$ cat config.mk
export PLATFORM = sky130hd
export DESIGN_NAME = deflate_block_split_detector_flat
export DESIGN_NICKNAME = d
export VERILOG_FILES = /design/src/rtl/core/dbsd_pkg.sv /design/src/rtl/core/dbsd_channels.sv /design/src/rtl/core/dbsd_mult.sv /design/src/rtl/core/deflate_block_split_detector.sv /design/src/flat_wrapper.sv
export SDC_FILE = /design/constraint.sdc
export NUM_CORES = 2
export LEC_CHECK = 0
export BUFFER_PORTS_ARGS = -buffer_cell sky130_fd_sc_hd__buf_4
export CORE_MARGIN = 1
export CORE_UTILIZATION = 40
export CTS_CLUSTER_SIZE = 20
export DETAILED_ROUTE_END_ITERATION = 6
export SLEW_MARGIN = 15
export SYNTH_ARGS = -nofsm -noshare
export SYNTH_HDL_FRONTEND = slang
export SYNTH_HIERARCHICAL = 1
export SYNTH_SLANG_ARGS = --single-unit
$ cat constraint.sdc
create_clock -name clock -period 23.9 [get_ports clock]
set_input_delay 4.78 -clock clock [delete_from_list [all_inputs] [get_ports clock]]
set_output_delay 4.78 -clock clock [all_outputs]
set_load 0.05 [all_outputs]
$ cat src/rtl/core/dbsd_pkg.sv
// Package for the deflate block split detector: request codes, states,
// register indexes, reset values and the fixed constants of the split check.
// Used by the channel interfaces, the core and the checker.
package dbsd_pkg;

   localparam int COUNTER_BITS_DEFAULT = 16;

   localparam int MODE_BITS       = 2;
   localparam int VALUE_BITS      = 9;
   localparam int BLEN_BITS       = 16;
   localparam int COUNT_OUT_BITS  = 16;
   localparam int CSR_INDEX_BITS  = 2;
   localparam int CSR_DATA_BITS   = 16;

   localparam int NUM_CLASSES  = 10;
   localparam int LIT_CLASSES  = 8;
   localparam int CLASS_BITS   = $clog2(NUM_CLASSES);

   localparam logic [COUNT_OUT_BITS-1:0] COUNT_OUT_MAX = '1;

   // split check constants
   localparam int SHORT_MATCH_LIMIT = 9;
   localparam int CUTOFF_SCALE      = 200;
   localparam int CUTOFF_SHIFT      = 9;      // divide by 512
   localparam int BLEN_LIMIT        = 10000;
   localparam int ITEMS_LIMIT       = 8192;
   localparam int ITEMS_SHIFT       = 13;     // divide by 8192
   localparam int BLEN_SHIFT        = 12;     // divide by 4096
   localparam int GROW_BITS         = 14;     // holds 8192 - items
   localparam int CUTOFF_SMALL_BITS = 25;     // cutoff bound while it may grow

   localparam logic [BLEN_BITS-1:0] MIN_BLOCK_LENGTH_RESET = 16'd5000;
   localparam logic [BLEN_BITS-1:0] CHECK_INTERVAL_RESET   = 16'd512;

   localparam logic [CSR_INDEX_BITS-1:0] CSR_MIN_BLOCK_LENGTH = 2'd0;
   localparam logic [CSR_INDEX_BITS-1:0] CSR_CHECK_INTERVAL   = 2'd1;

   // sequencer steps of a check
   localparam int CLASS_STEPS  = 2 * NUM_CLASSES;
   localparam int STEP_RATIO   = CLASS_STEPS;
   localparam int STEP_CUTOFF  = CLASS_STEPS + 1;
   localparam int STEP_BLEN    = CLASS_STEPS + 2;
   localparam int STEP_GROW    = CLASS_STEPS + 3;
   localparam int STEP_ADJUST  = CLASS_STEPS + 4;
   localparam int STEP_DECIDE  = CLASS_STEPS + 5;
   localparam int STEP_BITS    = $clog2(STEP_DECIDE + 1);

   typedef enum logic [MODE_BITS-1:0] {
      MODE_LITERAL = 2'd0,
      MODE_MATCH   = 2'd1,
      MODE_CHECK   = 2'd2,
      MODE_CLEAR   = 2'd3
   } mode_type;

   typedef enum logic [1:0] {
      ST_IDLE,
      ST_CHECK,
      ST_MERGE
   } state_type;

endpackage

$ cat src/rtl/core/dbsd_channels.sv
// Valid/ready channel interfaces of the block split detector: request,
// response and register write. Depends on dbsd_pkg.
interface dbsd_req_if import dbsd_pkg::*; ();
   logic                 valid;
   logic                 ready;
   mode_type             mode;
   logic [VALUE_BITS-1:0] value;
   logic [BLEN_BITS-1:0] block_length;

   modport source (output valid, output mode, output value, output block_length,
                   input ready);
   modport sink   (input valid, input mode, input value, input block_length,
                   output ready);
endinterface

interface dbsd_rsp_if import dbsd_pkg::*; ();
   logic                      valid;
   logic                      ready;
   logic                      end_block;
   logic [COUNT_OUT_BITS-1:0] new_count;

   modport source (output valid, output end_block, output new_count, input ready);
   modport sink   (input valid, input end_block, input new_count, output ready);
endinterface

interface dbsd_csr_if import dbsd_pkg::*; ();
   logic                      valid;
   logic                      ready;
   logic [CSR_INDEX_BITS-1:0] index;
   logic [CSR_DATA_BITS-1:0]  data;

   modport source (output valid, output index, output data, input ready);
   modport sink   (input valid, input index, input data, output ready);
endinterface

$ cat src/rtl/core/dbsd_mult.sv
// Shared multiplier of the split check: one unsigned product per cycle,
// registered. Depends on dbsd_pkg.
module dbsd_mult import dbsd_pkg::*; #(
   parameter int A_BITS = 25,
   parameter int B_BITS = 16
) (
   input  logic                       clock,
   input  logic [A_BITS-1:0]          in_a,
   input  logic [B_BITS-1:0]          in_b,
   output logic [A_BITS+B_BITS-1:0]   product
);

   logic [A_BITS+B_BITS-1:0] product_ff;
   logic [A_BITS+B_BITS-1:0] product_in;

   assign product_in = (A_BITS+B_BITS)'(in_a) * (A_BITS+B_BITS)'(in_b);

   always_ff @(posedge clock) begin
      product_ff <= product_in;
   end

   assign product = product_ff;

endmodule

$ cat src/rtl/core/deflate_block_split_detector.sv
// Channel   | Dir | Payload                          | Handshake
// req_bus   | in  | mode, value, block_length        | valid/ready
// rsp_bus   | out | end_block, new_count             | valid/ready
// csr_bus   | in  | index, data                      | valid/ready, always ready
//
// Literal, match and clear requests complete in the accept cycle; the
// response is registered and shows up in the next cycle. A check that is
// acted upon runs on the shared multiplier (two products per class, then
// the cutoff terms), then merges the class counts if the block does not
// end; with empty block counts it runs the merge only. One request is
// in flight at a time; a response that is not taken holds the request side.
// Reset is synchronous: it clears all counters and presets both registers.
// Depends on dbsd_pkg, dbsd_channels and dbsd_mult.
module deflate_block_split_detector import dbsd_pkg::*; #(
   parameter int COUNTER_BITS = COUNTER_BITS_DEFAULT
) (
   input  logic         clock,
   input  logic         reset,
   dbsd_req_if.sink     req_bus,
   dbsd_rsp_if.source   rsp_bus,
   dbsd_csr_if.sink     csr_bus
);

   localparam int W  = COUNTER_BITS;
   localparam int MA = (W > CUTOFF_SMALL_BITS) ? W : CUTOFF_SMALL_BITS;
   localparam int MB = (W > GROW_BITS) ? W : GROW_BITS;
   localparam int PW = MA + MB;
   localparam int AW = 2 * W + 5;
   localparam int CW = 2 * W + 1;
   localparam int TW = (W > COUNT_OUT_BITS) ? W : COUNT_OUT_BITS;
   localparam int IW = (W + 1 > GROW_BITS) ? W + 1 : GROW_BITS;
   localparam logic [W-1:0] CNT_MAX = '1;

   function automatic logic [W-1:0] sat_add(input logic [W-1:0] a,
                                             input logic [W-1:0] b);
      logic [W:0] sum;
      sum = {1'b0, a} + {1'b0, b};
      return sum[W] ? CNT_MAX : sum[W-1:0];
   endfunction

   function automatic logic [COUNT_OUT_BITS-1:0] sat_out(input logic [W-1:0] v);
      logic [TW-1:0] x;
      x = TW'(v);
      return (x > TW'(COUNT_OUT_MAX)) ? COUNT_OUT_MAX : x[COUNT_OUT_BITS-1:0];
   endfunction

   state_type               state_ff, state_in;
   logic [STEP_BITS-1:0]    step_ff, step_in;

   logic [W-1:0]            blk_cnt_ff [NUM_CLASSES];
   logic [W-1:0]            blk_cnt_in [NUM_CLASSES];
   logic [W-1:0]            rec_cnt_ff [NUM_CLASSES];
   logic [W-1:0]            rec_cnt_in [NUM_CLASSES];
   logic [W-1:0]            blk_total_ff, blk_total_in;
   logic [W-1:0]            rec_total_ff, rec_total_in;

   logic [BLEN_BITS-1:0]    min_len_ff, min_len_in;
   logic [BLEN_BITS-1:0]    interval_ff, interval_in;
   logic [BLEN_BITS-1:0]    blen_ff, blen_in;

   logic [PW-1:0]           hold_ff, hold_in;
   logic [AW-1:0]           acc_ff, acc_in;
   logic [CW-1:0]           cutoff_ff, cutoff_in;
   logic                    grow_ff, grow_in;

   logic                    rsp_valid_ff, rsp_valid_in;
   logic                    rsp_end_ff, rsp_end_in;
   logic [COUNT_OUT_BITS-1:0] rsp_count_ff, rsp_count_in;

   logic [CLASS_BITS-1:0]   idx;
   logic [W-1:0]            blk_rd, rec_rd;
   logic [MA-1:0]           mul_a;
   logic [MB-1:0]           mul_b;
   logic [PW-1:0]           prod;
   logic [PW-1:0]           abs_diff;
   logic [IW-1:0]           items;
   logic                    req_fire;
   logic                    acted;
   logic [CLASS_BITS-1:0]   obs_class;

   dbsd_mult #(.A_BITS(MA), .B_BITS(MB)) u_dbsd_mult (
      .clock   (clock),
      .in_a    (mul_a),
      .in_b    (mul_b),
      .product (prod)
   );

   assign req_bus.ready = (state_ff == ST_IDLE) && (!rsp_valid_ff || rsp_bus.ready);
   assign req_fire      = req_bus.valid && req_bus.ready;
   assign csr_bus.ready = 1'b1;

   assign rsp_bus.valid     = rsp_valid_ff;
   assign rsp_bus.end_block = rsp_end_ff;
   assign rsp_bus.new_count = rsp_count_ff;

   // class of an observed symbol
   always_comb begin
      if (req_bus.mode == MODE_MATCH) begin
         obs_class = (req_bus.value >= VALUE_BITS'(SHORT_MATCH_LIMIT)) ?
                     CLASS_BITS'(LIT_CLASSES + 1) : CLASS_BITS'(LIT_CLASSES);
      end else begin
         obs_class = CLASS_BITS'({req_bus.value[7:6], req_bus.value[0]});
      end
   end

   // single read port into both counter rows
   always_comb begin
      unique case (state_ff)
         ST_CHECK: idx = step_ff[CLASS_BITS:1];
         ST_MERGE: idx = step_ff[CLASS_BITS-1:0];
         default:  idx = obs_class;
      endcase
   end

   assign blk_rd = blk_cnt_ff[idx];
   assign rec_rd = rec_cnt_ff[idx];

   assign items    = IW'(blk_total_ff) + IW'(rec_total_ff);
   assign abs_diff = (hold_ff > prod) ? hold_ff - prod : prod - hold_ff;
   assign acted    = (req_bus.block_length >= min_len_ff) &&
                     (TW'(rec_total_ff) >= TW'(interval_ff));

   // multiplier operands for each check step
   always_comb begin
      mul_a = '0;
      mul_b = '0;
      if (state_ff == ST_CHECK) begin
         if (step_ff < STEP_BITS'(CLASS_STEPS)) begin
            if (!step_ff[0]) begin
               mul_a = MA'(rec_rd);
               mul_b = MB'(blk_total_ff);
            end else begin
               mul_a = MA'(blk_rd);
               mul_b = MB'(rec_total_ff);
            end
         end else if (step_ff == STEP_BITS'(STEP_RATIO)) begin
            mul_a = MA'(rec_total_ff);
            mul_b = MB'(CUTOFF_SCALE);
         end else if (step_ff == STEP_BITS'(STEP_CUTOFF)) begin
            mul_a = MA'(prod[CUTOFF_SHIFT +: W]);
            mul_b = MB'(blk_total_ff);
         end else if (step_ff == STEP_BITS'(STEP_BLEN)) begin
            mul_a = MA'(blen_ff[BLEN_BITS-1:BLEN_SHIFT]);
            mul_b = MB'(blk_total_ff);
         end else if (step_ff == STEP_BITS'(STEP_GROW)) begin
            mul_a = MA'(cutoff_ff[CUTOFF_SMALL_BITS-1:0]);
            mul_b = MB'(GROW_BITS'(IW'(ITEMS_LIMIT) - items));
         end
      end
   end

   always_comb begin
      state_in     = state_ff;
      step_in      = step_ff;
      blk_cnt_in   = blk_cnt_ff;
      rec_cnt_in   = rec_cnt_ff;
      blk_total_in = blk_total_ff;
      rec_total_in = rec_total_ff;
      min_len_in   = min_len_ff;
      interval_in  = interval_ff;
      blen_in      = blen_ff;
      hold_in      = hold_ff;
      acc_in       = acc_ff;
      cutoff_in    = cutoff_ff;
      grow_in      = grow_ff;
      rsp_valid_in = rsp_valid_ff && !rsp_bus.ready;
      rsp_end_in   = rsp_end_ff;
      rsp_count_in = rsp_count_ff;

      if (csr_bus.valid) begin
         unique case (csr_bus.index)
            CSR_MIN_BLOCK_LENGTH: min_len_in  = csr_bus.data;
            CSR_CHECK_INTERVAL:   interval_in = csr_bus.data;
            default: ;
         endcase
      end

      unique case (state_ff)
         ST_IDLE: begin
            if (req_fire) begin
               blen_in = req_bus.block_length;
               step_in = '0;
               acc_in  = '0;
               unique case (req_bus.mode) inside
                  MODE_LITERAL, MODE_MATCH: begin
                     rec_cnt_in[idx] = sat_add(rec_rd, W'(1));
                     rec_total_in    = sat_add(rec_total_ff, W'(1));
                     rsp_valid_in    = 1'b1;
                     rsp_end_in      = 1'b0;
                     rsp_count_in    = sat_out(rec_total_in);
                  end
                  MODE_CHECK: begin
                     if (!acted) begin
                        rsp_valid_in = 1'b1;
                        rsp_end_in   = 1'b0;
                        rsp_count_in = sat_out(rec_total_ff);
                     end else if (blk_total_ff == '0) begin
                        state_in = ST_MERGE;
                     end else begin
                        state_in = ST_CHECK;
                     end
                  end
                  default: begin
                     for (int i = 0; i < NUM_CLASSES; i++) begin
                        blk_cnt_in[i] = '0;
                        rec_cnt_in[i] = '0;
                     end
                     blk_total_in = '0;
                     rec_total_in = '0;
                     rsp_valid_in = 1'b1;
                     rsp_end_in   = 1'b0;
                     rsp_count_in = '0;
                  end
               endcase
            end
         end

         ST_CHECK: begin
            step_in = step_ff + STEP_BITS'(1);
            // consume the registered product of the previous step
            if (step_ff >= STEP_BITS'(1) && step_ff <= STEP_BITS'(CLASS_STEPS)) begin
               if (step_ff[0]) begin
                  hold_in = prod;
               end else begin
                  acc_in = acc_ff + AW'(abs_diff);
               end
            end
            if (step_ff == STEP_BITS'(STEP_BLEN)) begin
               cutoff_in = CW'(prod);
            end
            if (step_ff == STEP_BITS'(STEP_GROW)) begin
               acc_in  = acc_ff + AW'(prod);
               grow_in = (blen_ff < BLEN_BITS'(BLEN_LIMIT)) &&
                         (items < IW'(ITEMS_LIMIT));
            end
            if (step_ff == STEP_BITS'(STEP_ADJUST) && grow_ff) begin
               cutoff_in = cutoff_ff + CW'(prod >> ITEMS_SHIFT);
            end
            if (step_ff == STEP_BITS'(STEP_DECIDE)) begin
               step_in = '0;
               if (acc_ff >= AW'(cutoff_ff)) begin
                  // diverged: leave counts for the clear at the boundary
                  state_in     = ST_IDLE;
                  rsp_valid_in = 1'b1;
                  rsp_end_in   = 1'b1;
                  rsp_count_in = sat_out(rec_total_ff);
               end else begin
                  state_in = ST_MERGE;
               end
            end
         end

         ST_MERGE: begin
            blk_cnt_in[idx] = sat_add(blk_rd, rec_rd);
            rec_cnt_in[idx] = '0;
            step_in         = step_ff + STEP_BITS'(1);
            if (step_ff == STEP_BITS'(NUM_CLASSES - 1)) begin
               blk_total_in = sat_add(blk_total_ff, rec_total_ff);
               rec_total_in = '0;
               step_in      = '0;
               state_in     = ST_IDLE;
               rsp_valid_in = 1'b1;
               rsp_end_in   = 1'b0;
               rsp_count_in = '0;
            end
         end

         default: begin
            state_in = ST_IDLE;
         end
      endcase
   end

   always_ff @(posedge clock) begin
      if (reset) begin
         state_ff <= ST_IDLE;
      end else begin
         state_ff <= state_in;
      end
   end

   always_ff @(posedge clock) begin
      if (reset) begin
         step_ff      <= '0;
         blk_total_ff <= '0;
         rec_total_ff <= '0;
         min_len_ff   <= MIN_BLOCK_LENGTH_RESET;
         interval_ff  <= CHECK_INTERVAL_RESET;
         rsp_valid_ff <= 1'b0;
         for (int i = 0; i < NUM_CLASSES; i++) begin
            blk_cnt_ff[i] <= '0;
            rec_cnt_ff[i] <= '0;
         end
      end else begin
         step_ff      <= step_in;
         blk_total_ff <= blk_total_in;
         rec_total_ff <= rec_total_in;
         min_len_ff   <= min_len_in;
         interval_ff  <= interval_in;
         rsp_valid_ff <= rsp_valid_in;
         blk_cnt_ff   <= blk_cnt_in;
         rec_cnt_ff   <= rec_cnt_in;
      end
   end

   always_ff @(posedge clock) begin
      blen_ff      <= blen_in;
      hold_ff      <= hold_in;
      acc_ff       <= acc_in;
      cutoff_ff    <= cutoff_in;
      grow_ff      <= grow_in;
      rsp_end_ff   <= rsp_end_in;
      rsp_count_ff <= rsp_count_in;
   end

endmodule

$ cat src/flat_wrapper.sv
// flat-port wrapper written by rule: the top's interface ports become plain ports
module deflate_block_split_detector_flat import dbsd_pkg::*;
#(
   parameter int COUNTER_BITS = COUNTER_BITS_DEFAULT
)
  (clock, reset, req_bus_valid, req_bus_mode, req_bus_value, req_bus_block_length, req_bus_ready, rsp_bus_valid, rsp_bus_end_block, rsp_bus_new_count, rsp_bus_ready, csr_bus_valid, csr_bus_index, csr_bus_data, csr_bus_ready);
  dbsd_req_if req_bus_i ();
  dbsd_rsp_if rsp_bus_i ();
  dbsd_csr_if csr_bus_i ();
  input  logic clock;
  input  logic reset;
  input wire logic [$bits(req_bus_i.valid)-1:0] req_bus_valid;
  input wire logic [$bits(req_bus_i.mode)-1:0] req_bus_mode;
  input wire logic [$bits(req_bus_i.value)-1:0] req_bus_value;
  input wire logic [$bits(req_bus_i.block_length)-1:0] req_bus_block_length;
  output wire logic [$bits(req_bus_i.ready)-1:0] req_bus_ready;
  output wire logic [$bits(rsp_bus_i.valid)-1:0] rsp_bus_valid;
  output wire logic [$bits(rsp_bus_i.end_block)-1:0] rsp_bus_end_block;
  output wire logic [$bits(rsp_bus_i.new_count)-1:0] rsp_bus_new_count;
  input wire logic [$bits(rsp_bus_i.ready)-1:0] rsp_bus_ready;
  input wire logic [$bits(csr_bus_i.valid)-1:0] csr_bus_valid;
  input wire logic [$bits(csr_bus_i.index)-1:0] csr_bus_index;
  input wire logic [$bits(csr_bus_i.data)-1:0] csr_bus_data;
  output wire logic [$bits(csr_bus_i.ready)-1:0] csr_bus_ready;
  assign req_bus_i.valid = req_bus_valid;
  assign req_bus_i.mode = req_bus_mode;
  assign req_bus_i.value = req_bus_value;
  assign req_bus_i.block_length = req_bus_block_length;
  assign req_bus_ready = req_bus_i.ready;
  assign rsp_bus_valid = rsp_bus_i.valid;
  assign rsp_bus_end_block = rsp_bus_i.end_block;
  assign rsp_bus_new_count = rsp_bus_i.new_count;
  assign rsp_bus_i.ready = rsp_bus_ready;
  assign csr_bus_i.valid = csr_bus_valid;
  assign csr_bus_i.index = csr_bus_index;
  assign csr_bus_i.data = csr_bus_data;
  assign csr_bus_ready = csr_bus_i.ready;
  deflate_block_split_detector #(.COUNTER_BITS(COUNTER_BITS)) u_core (.clock(clock), .reset(reset), .req_bus(req_bus_i), .rsp_bus(rsp_bus_i), .csr_bus(csr_bus_i));
endmodule
After elaboration in Yosys (flattened, before gate mapping):

Index checks and enable logic that the tools add are counted.

* $add $sub $neg: 11
* multipliers: 1
* div/mod/pow operators: 0
* order comparisons: 14
* equality and inequality tests: 23
* shift operators: 0
* mux-type cells: 87
* bitwise operators: 3
* reduce and logical (&&, ||, !) cells: 35

Operator list (number)
* case mux 160 bit (2 select lines): 3
* two-way mux 160 bit: 3
* two-way mux 16 bit: 27
* bitwise mux 160 bit: 2
* two-way mux 37 bit: 5
* AND 160 bit: 1
* NOT 160 bit: 1
* two-way mux 25 bit: 6
* binary-select mux 16 bit (select 4 bit): 2
* case mux 16 bit (2 select lines): 4
* adder 37 bit: 2
* case mux 37 bit (2 select lines): 1
* subtractor 37 bit: 2
* two-way mux 33 bit: 2
* demux 16 bit (select 4 bit): 1
* case mux 16 bit (3 select lines): 1
* > comparator 41 bit: 1
* multiplier 25 x 16 -> 41 bit: 1
* greater-or-equal comparator 37 x 33 -> 1 bit: 1
* adder 16 x 1 -> 17 bit (second input constant): 2
* adder 16 x 16 -> 17 bit: 2
* adder 33 x 28 -> 33 bit: 1
* greater-or-equal comparator 16 bit: 2
* > comparator 16 bit (second input constant): 2
* other kinds (41): 99

* register bits: 578
* bits in latches: 0
* bits in writable memories: 0
* memory bits (read-only): 0
* input bits: 50
* output and inout port bits: 20
* memories kept: 0

Longest topological paths before layout:

* depth after elaboration: 14
* mapped depth: 44
* mapped depth without buffers: 36

Hierarchy:

The synthesis kept the hierarchy.

By module, submodules not included
* deflate_block_split_detector: instances 1, cells an instance 4051, area each 34319.2 um2, sequential area each 12081.6 um2
* dbsd_mult: instances 1, cells an instance 1542, area each 13765.7 um2, sequential area each 820.8 um2

Least setup slack after synthesis:

No wires, ideal clock.

* path kind: input port to flip-flop
* from: input req_bus_mode[1]
* to: register u_core.u_dbsd_mult.product_ff[33] (netlist: u_core/u_dbsd_mult/product[33])
* arrival time: 13.067 ns
* required time: 23.773 ns
* slack: 10.707 ns
* stages on the path: 38
* path through: buf_4 nor4b_2 nand4b_1 nand2_2 buf_8 buf_8 buf_12 buf_12 buf_8 buf_6 buf_2 mux4_2 a22oi_1 o21ai_0 a21oi_1 o22ai_1 o211a_1 clkbuf_1 [... 2 more ...] fa_1 inv_1 fa_1 inv_1 fa_1 fa_1 inv_1 fa_1 inv_1 ha_1 and2_1 a31o_1 a41oi_2 a21oi_2 or2_2 a211oi_2 o21ai_0 xor2_1

* cells in the longest elaborated chain, start to end: 11
* elaborated cells on any way between the ends: 14

RTL lines
* start: declaration: RTL line flat_wrapper.sv:13 `input wire logic [$bits(req_bus_i.mode)-1:0] req_bus_mode;`
* == test 2 x 1 -> 1 bit *: RTL line deflate_block_split_detector.sv:98 `if (req_bus.mode == MODE_MATCH) begin`
* two-way mux 4 bit *: RTL line deflate_block_split_detector.sv:98
* case mux 4 bit (2 select lines) *: RTL line deflate_block_split_detector.sv:108 `unique case (state_ff)`
* NOT 4 -> 5 bit (not written as such) *: RTL line deflate_block_split_detector.sv:115, deflate_block_split_detector.sv:116
* binary-select mux 16 bit (select 4 bit), on equally long branches: RTL line deflate_block_split_detector.sv:116, deflate_block_split_detector.sv:115
* two-way mux 16 bit, on equally long branches (2 in series): RTL line deflate_block_split_detector.sv:116, deflate_block_split_detector.sv:115
* two-way mux 16 bit *: RTL line deflate_block_split_detector.sv:129 `if (!step_ff[0]) begin`
* two-way mux 25 bit *: RTL line deflate_block_split_detector.sv:128 `if (step_ff < STEP_BITS'(CLASS_STEPS)) begin`
* two-way mux 25 bit *: RTL line deflate_block_split_detector.sv:127 `if (state_ff == ST_CHECK) begin`
* net u_core.mul_a[1]: RTL line deflate_block_split_detector.sv:72 `logic [MA-1:0] mul_a;`
* multiplier 25 x 16 -> 41 bit *: RTL line dbsd_mult.sv:16 `assign product_in = (A_BITS+B_BITS)'(in_a) * (A_BITS+B_BITS)'(in_b);`
* net u_core.u_dbsd_mult.product_in[33]: RTL line dbsd_mult.sv:14 `logic [A_BITS+B_BITS-1:0] product_in;`
* end signal: assignment: RTL line dbsd_mult.sv:19 `product_ff <= product_in;`
* end: declaration: RTL line dbsd_mult.sv:13 `logic [A_BITS+B_BITS-1:0] product_ff;`

The timed path passes the listed nets; every way through them passes the cells marked *. The select of a mux whose other input is x is not followed.
A chain may end at the register's enable or synchronous reset.

Final worst setup path:

* from: input req_bus_mode[1]
* to: register u_core.u_dbsd_mult.product_ff[37] (netlist: u_core/u_dbsd_mult/product[37])

Same word-level chain as after synthesis.

==> impl_results.md <==
- Seq/Total Area, Yosys: 0.268
- Top cell type's share of synthesized area: 0.180
- Starting Density: 0.406
- Pleak: between 0.02 and 0.025 uW
- Met2 wire length: 69,500 microns
- Commonest cells post-synth: 649 x nand2_1, 564 x inv_1, 499 x nor2_1, 433 x dfxtp_1, 363 x ha_1
- Crit start category: input pin
- Crit-path most repeated cell: fa_1
- Hpwl dp: between 100,000 and 150,000 microns
- Reg-to-reg endpoint: u_core/u_dbsd_mult/product[38]$_DFF_P_
- Min cycle time layout: roughly 14 ns
- Post-Syn Area: ~48,000 sq um
- Critical path's largest stage delay: a little under 0.7 ns
- R2r startpoint: u_core/step_ff[0]$_SDFFE_PP0P_
- IO Count: 70
- # fillers: ~12,000
- RSZ-0062 raised after global routing: false
- Number of library cell types mapped by synthesis: between 100 and 150
- PortBufs: between 60 and 70
- Vias in the first global route: between 40,000 and 50,000
- Hold-fix buffers, CTS: 0
- Setup crit end kind: flip-flop
- Yosys Warn Count: 6
- Cell with the most instances after synthesis: nand2_1
- Bufs on Longest Clock Path: 3
- CORE AREA: between 100,000 and 150,000 sq um
- Hold Vio Cnt, Final: 0
- CTS HTree Levels: 3
- Root Buffer: clkbuf_16
- Worst Tran Pin Value: between 1 and 1.5 ns
- Clock transition at path regs: approximately 0.06 ns
- Crit path max fanout: 84
- Relative slew slack: 0.206
- Detail-routed via count per cell: 5.75
- Post-CTS Resized: 0
- WHS Path Cells: 2
- WS Path Type: input pin to flip-flop
- FMAX: roughly 72 MHz
- Worst reg2reg path depth: 31
- R2r setup slk: 12.99 ns
- CTS tree: built
- Drt pass-1 iters: 6
- Pwr Density: 45.1 nW/um^2
- Vias post-DR: 41,200
- First-pass GRT wire length: about 240,000 microns
- Outcome: finished clean
- Hold Crit Class: flip-flop to flip-flop
- VDD IR max: about 0.000044 V
- Site Rows: roughly 130
- Dominant synthesized flop cell: dfxtp_1
- Post-synthesis instance total: about 5,600
- Max Cap Violations: 0
- Area leader, netlist: dfxtp_1
- Initial antenna violation count: 1
- DR top layer: met4
- DR WL/cell: roughly 21 microns
- Flops & latches, synth: 574
- Area after DPL: ~50,000 sq um
- Post-synth EDFFs: approximately 140
- Syn Nets: around 6,300
- Die Width: approximately 350 microns
- Top cells by area, synth: dfxtp_1 18%, fa_1 14%, ha_1 9.4%, edfxtp_1 8.8%, nand2_1 5.1%
- CP arrival: around 14 ns
- Hold Path Sink: u_core/rec_cnt_ff[138]$_SDFFE_PP0P_
- Die ar.: around 120,000 sq um
- WL met3: between 10,000 and 15,000 microns
- Post-route cell area: ~53,000 sq um
- Data required, critical path: ~24 ns
- Ys async rst share: 0
- GRT overflow: 0
- Avg Cell Area, Syn: between 8 and 9 sq um
- Total clock buffers created by CTS: 70
- Final period utilization: 0.584
- DRC violations left: 0
- TNS Setup: 0 ns
- Largest net degree at the start of global routing: 108
- CP max stage cell: buf_4
- Worst Skew: 0.0526 ns
- Total Routed Length: roughly 150,000 microns
- WL met1: approximately 68,000 microns
- Fin. max-slew vios: 0
- Post-CTS setup buffer count: 0
- Die span in y: about 350 microns
- Final setup fails: 0
- Final ANT Viol Nets: 0
- Nets@finish: between 6,000 and 7,000
- Layout cells sized above 1: 0.0703
- Placer congestion estimate: ~0.92
- Hold path start: u_core/rec_cnt_ff[138]$_SDFFE_PP0P_
- Initial DRC count: 4,048
- Skew-Pair Late Insertion Delay: around 0.67 ns
- Clock Sinks: about 570
- Total GRT Usage: 0.250
- Syn-to-layout area delta: 9.26%
- Tightest hold margin: 0.448 ns
- Diode count: 0
worst max path at each step:
| stage | from | to | depth (start not counted) |
|---|---|---|---|
| CTS | req_bus_mode[1] | u_core/u_dbsd_mult/product[37]$_DFF_P_ | 32 |
| global placement | req_bus_mode[1] | u_core/u_dbsd_mult/product[38]$_DFF_P_ | 31 |
| global route | req_bus_mode[1] | u_core/u_dbsd_mult/product[37]$_DFF_P_ | 30 |
| finish | req_bus_mode[1] | u_core/u_dbsd_mult/product[37]$_DFF_P_ | 32 |
| floorplan | req_bus_mode[1] | u_core/u_dbsd_mult/product[33]$_DFF_P_ | 38 |
| detailed placement | req_bus_mode[1] | u_core/u_dbsd_mult/product[37]$_DFF_P_ | 32 |
flip-flops by register name (all words and copies together), names as in the netlist, 12 cells and up:
register and count:
u_core/acc_ff 37, u_core/blen_ff 12, u_core/blk_cnt_ff 160, u_core/blk_total_ff 16, u_core/cutoff_ff 33, u_core/hold_ff 41, u_core/interval_ff 16, u_core/min_len_ff 16
u_core/rec_cnt_ff 160, u_core/rec_total_ff 16, u_core/rsp_bus.new_count 16, u_core/u_dbsd_mult/product 41
metal layers:
metal	track usage	vias to the layer above
li1	-	19100
met1	0.351	20300
met2	0.398	1538
met3	0.0320	246
met4	0.0767	0
met5	0	-
logic make-up (layout without fill, tap and decap cells):
logic type | count (synthesis) | count (layout) | share of synthesized area
compound gates | 1427 | 1427 | 0.198
xor+xnor | 165 | 165 | 0.0301
fa+ha+maj | 689 | 689 | 0.230
buf+inv | 869 | 839 | 0.0709
flops | 574 | 574 | 0.268
mux | 103 | 103 | 0.0326
other cells | 1 | 1 | 0.0000780
simple gates | 1765 | 1765 | 0.170
critical path: cells and delay by family:
kind            cells  cell delay, ns
buf+inv             6            1.08
fa+ha+maj           7            3.45
simple gates        7            2.12
compound gates     11            2.24
mux                 1            0.58
layout by cell type, fill, tap and decap left out, types with 29 or more instances in the layout:
| master | count |
|---|---|
| o21bai_1 | 29 |
| inv_1 | 564 |
| o21a_1 | 30 |
| o21ai_1 | 51 |
| a22oi_1 | 242 |
| nand4_1 | 48 |
| mux4_2 | 36 |
| and3_1 | 42 |
| o21ai_0 | 280 |
| xor2_1 | 72 |
| a22o_1 | 54 |
| a21oi_1 | 289 |
| clkbuf_16 | 71 |
| a211oi_1 | 51 |
| a21o_1 | 138 |
| and2_1 | 208 |
| nor2_1 | 486 |
| fa_1 | 326 |
| xnor2_1 | 93 |
| nand3_1 | 81 |
| mux2i_1 | 53 |
| a31oi_1 | 41 |
| nor3_1 | 65 |
| buf_4 | 143 |
| ha_1 | 363 |
| dfxtp_1 | 433 |
| edfxtp_1 | 141 |
| nand2b_1 | 41 |
| nand2_1 | 649 |
stage by stage:
step / utilization / total power (uW) / instances / setup WS [ns]
detailed placement: 0.422 / 1240 / 7034 / 9.39
global placement: 0.422 / 1230 / 7034 / 9.45
global route: 0.443 / 2440 / 7163 / 9.44
finish: 0.443 / 2370 / 7163 / 9.95
floorplan: - / 1170 / 5593 / 10.71
CTS: 0.443 / 2390 / 7163 / 10.05
layout make-up:
type	instances	area, sq um	share of cell area
clock buffers	84	1890	0.0359
clock inverters	45	589	0.0112
inverters	566	2120	0.0404
multi-input cells	4150	31900	0.608
flip-flops and latches	574	12900	0.246
well taps	1600	2000	0.0381
repair buffers	144	1090	0.0207
report_power, final:
part / total, uW / switching, uW / internal, uW
Sequential: 1010 / 8.06 / 1000
Combinational: 208 / 149 / 59.1
Clock: 1150 / 471 / 681
(Power assumes the default switching activity.)
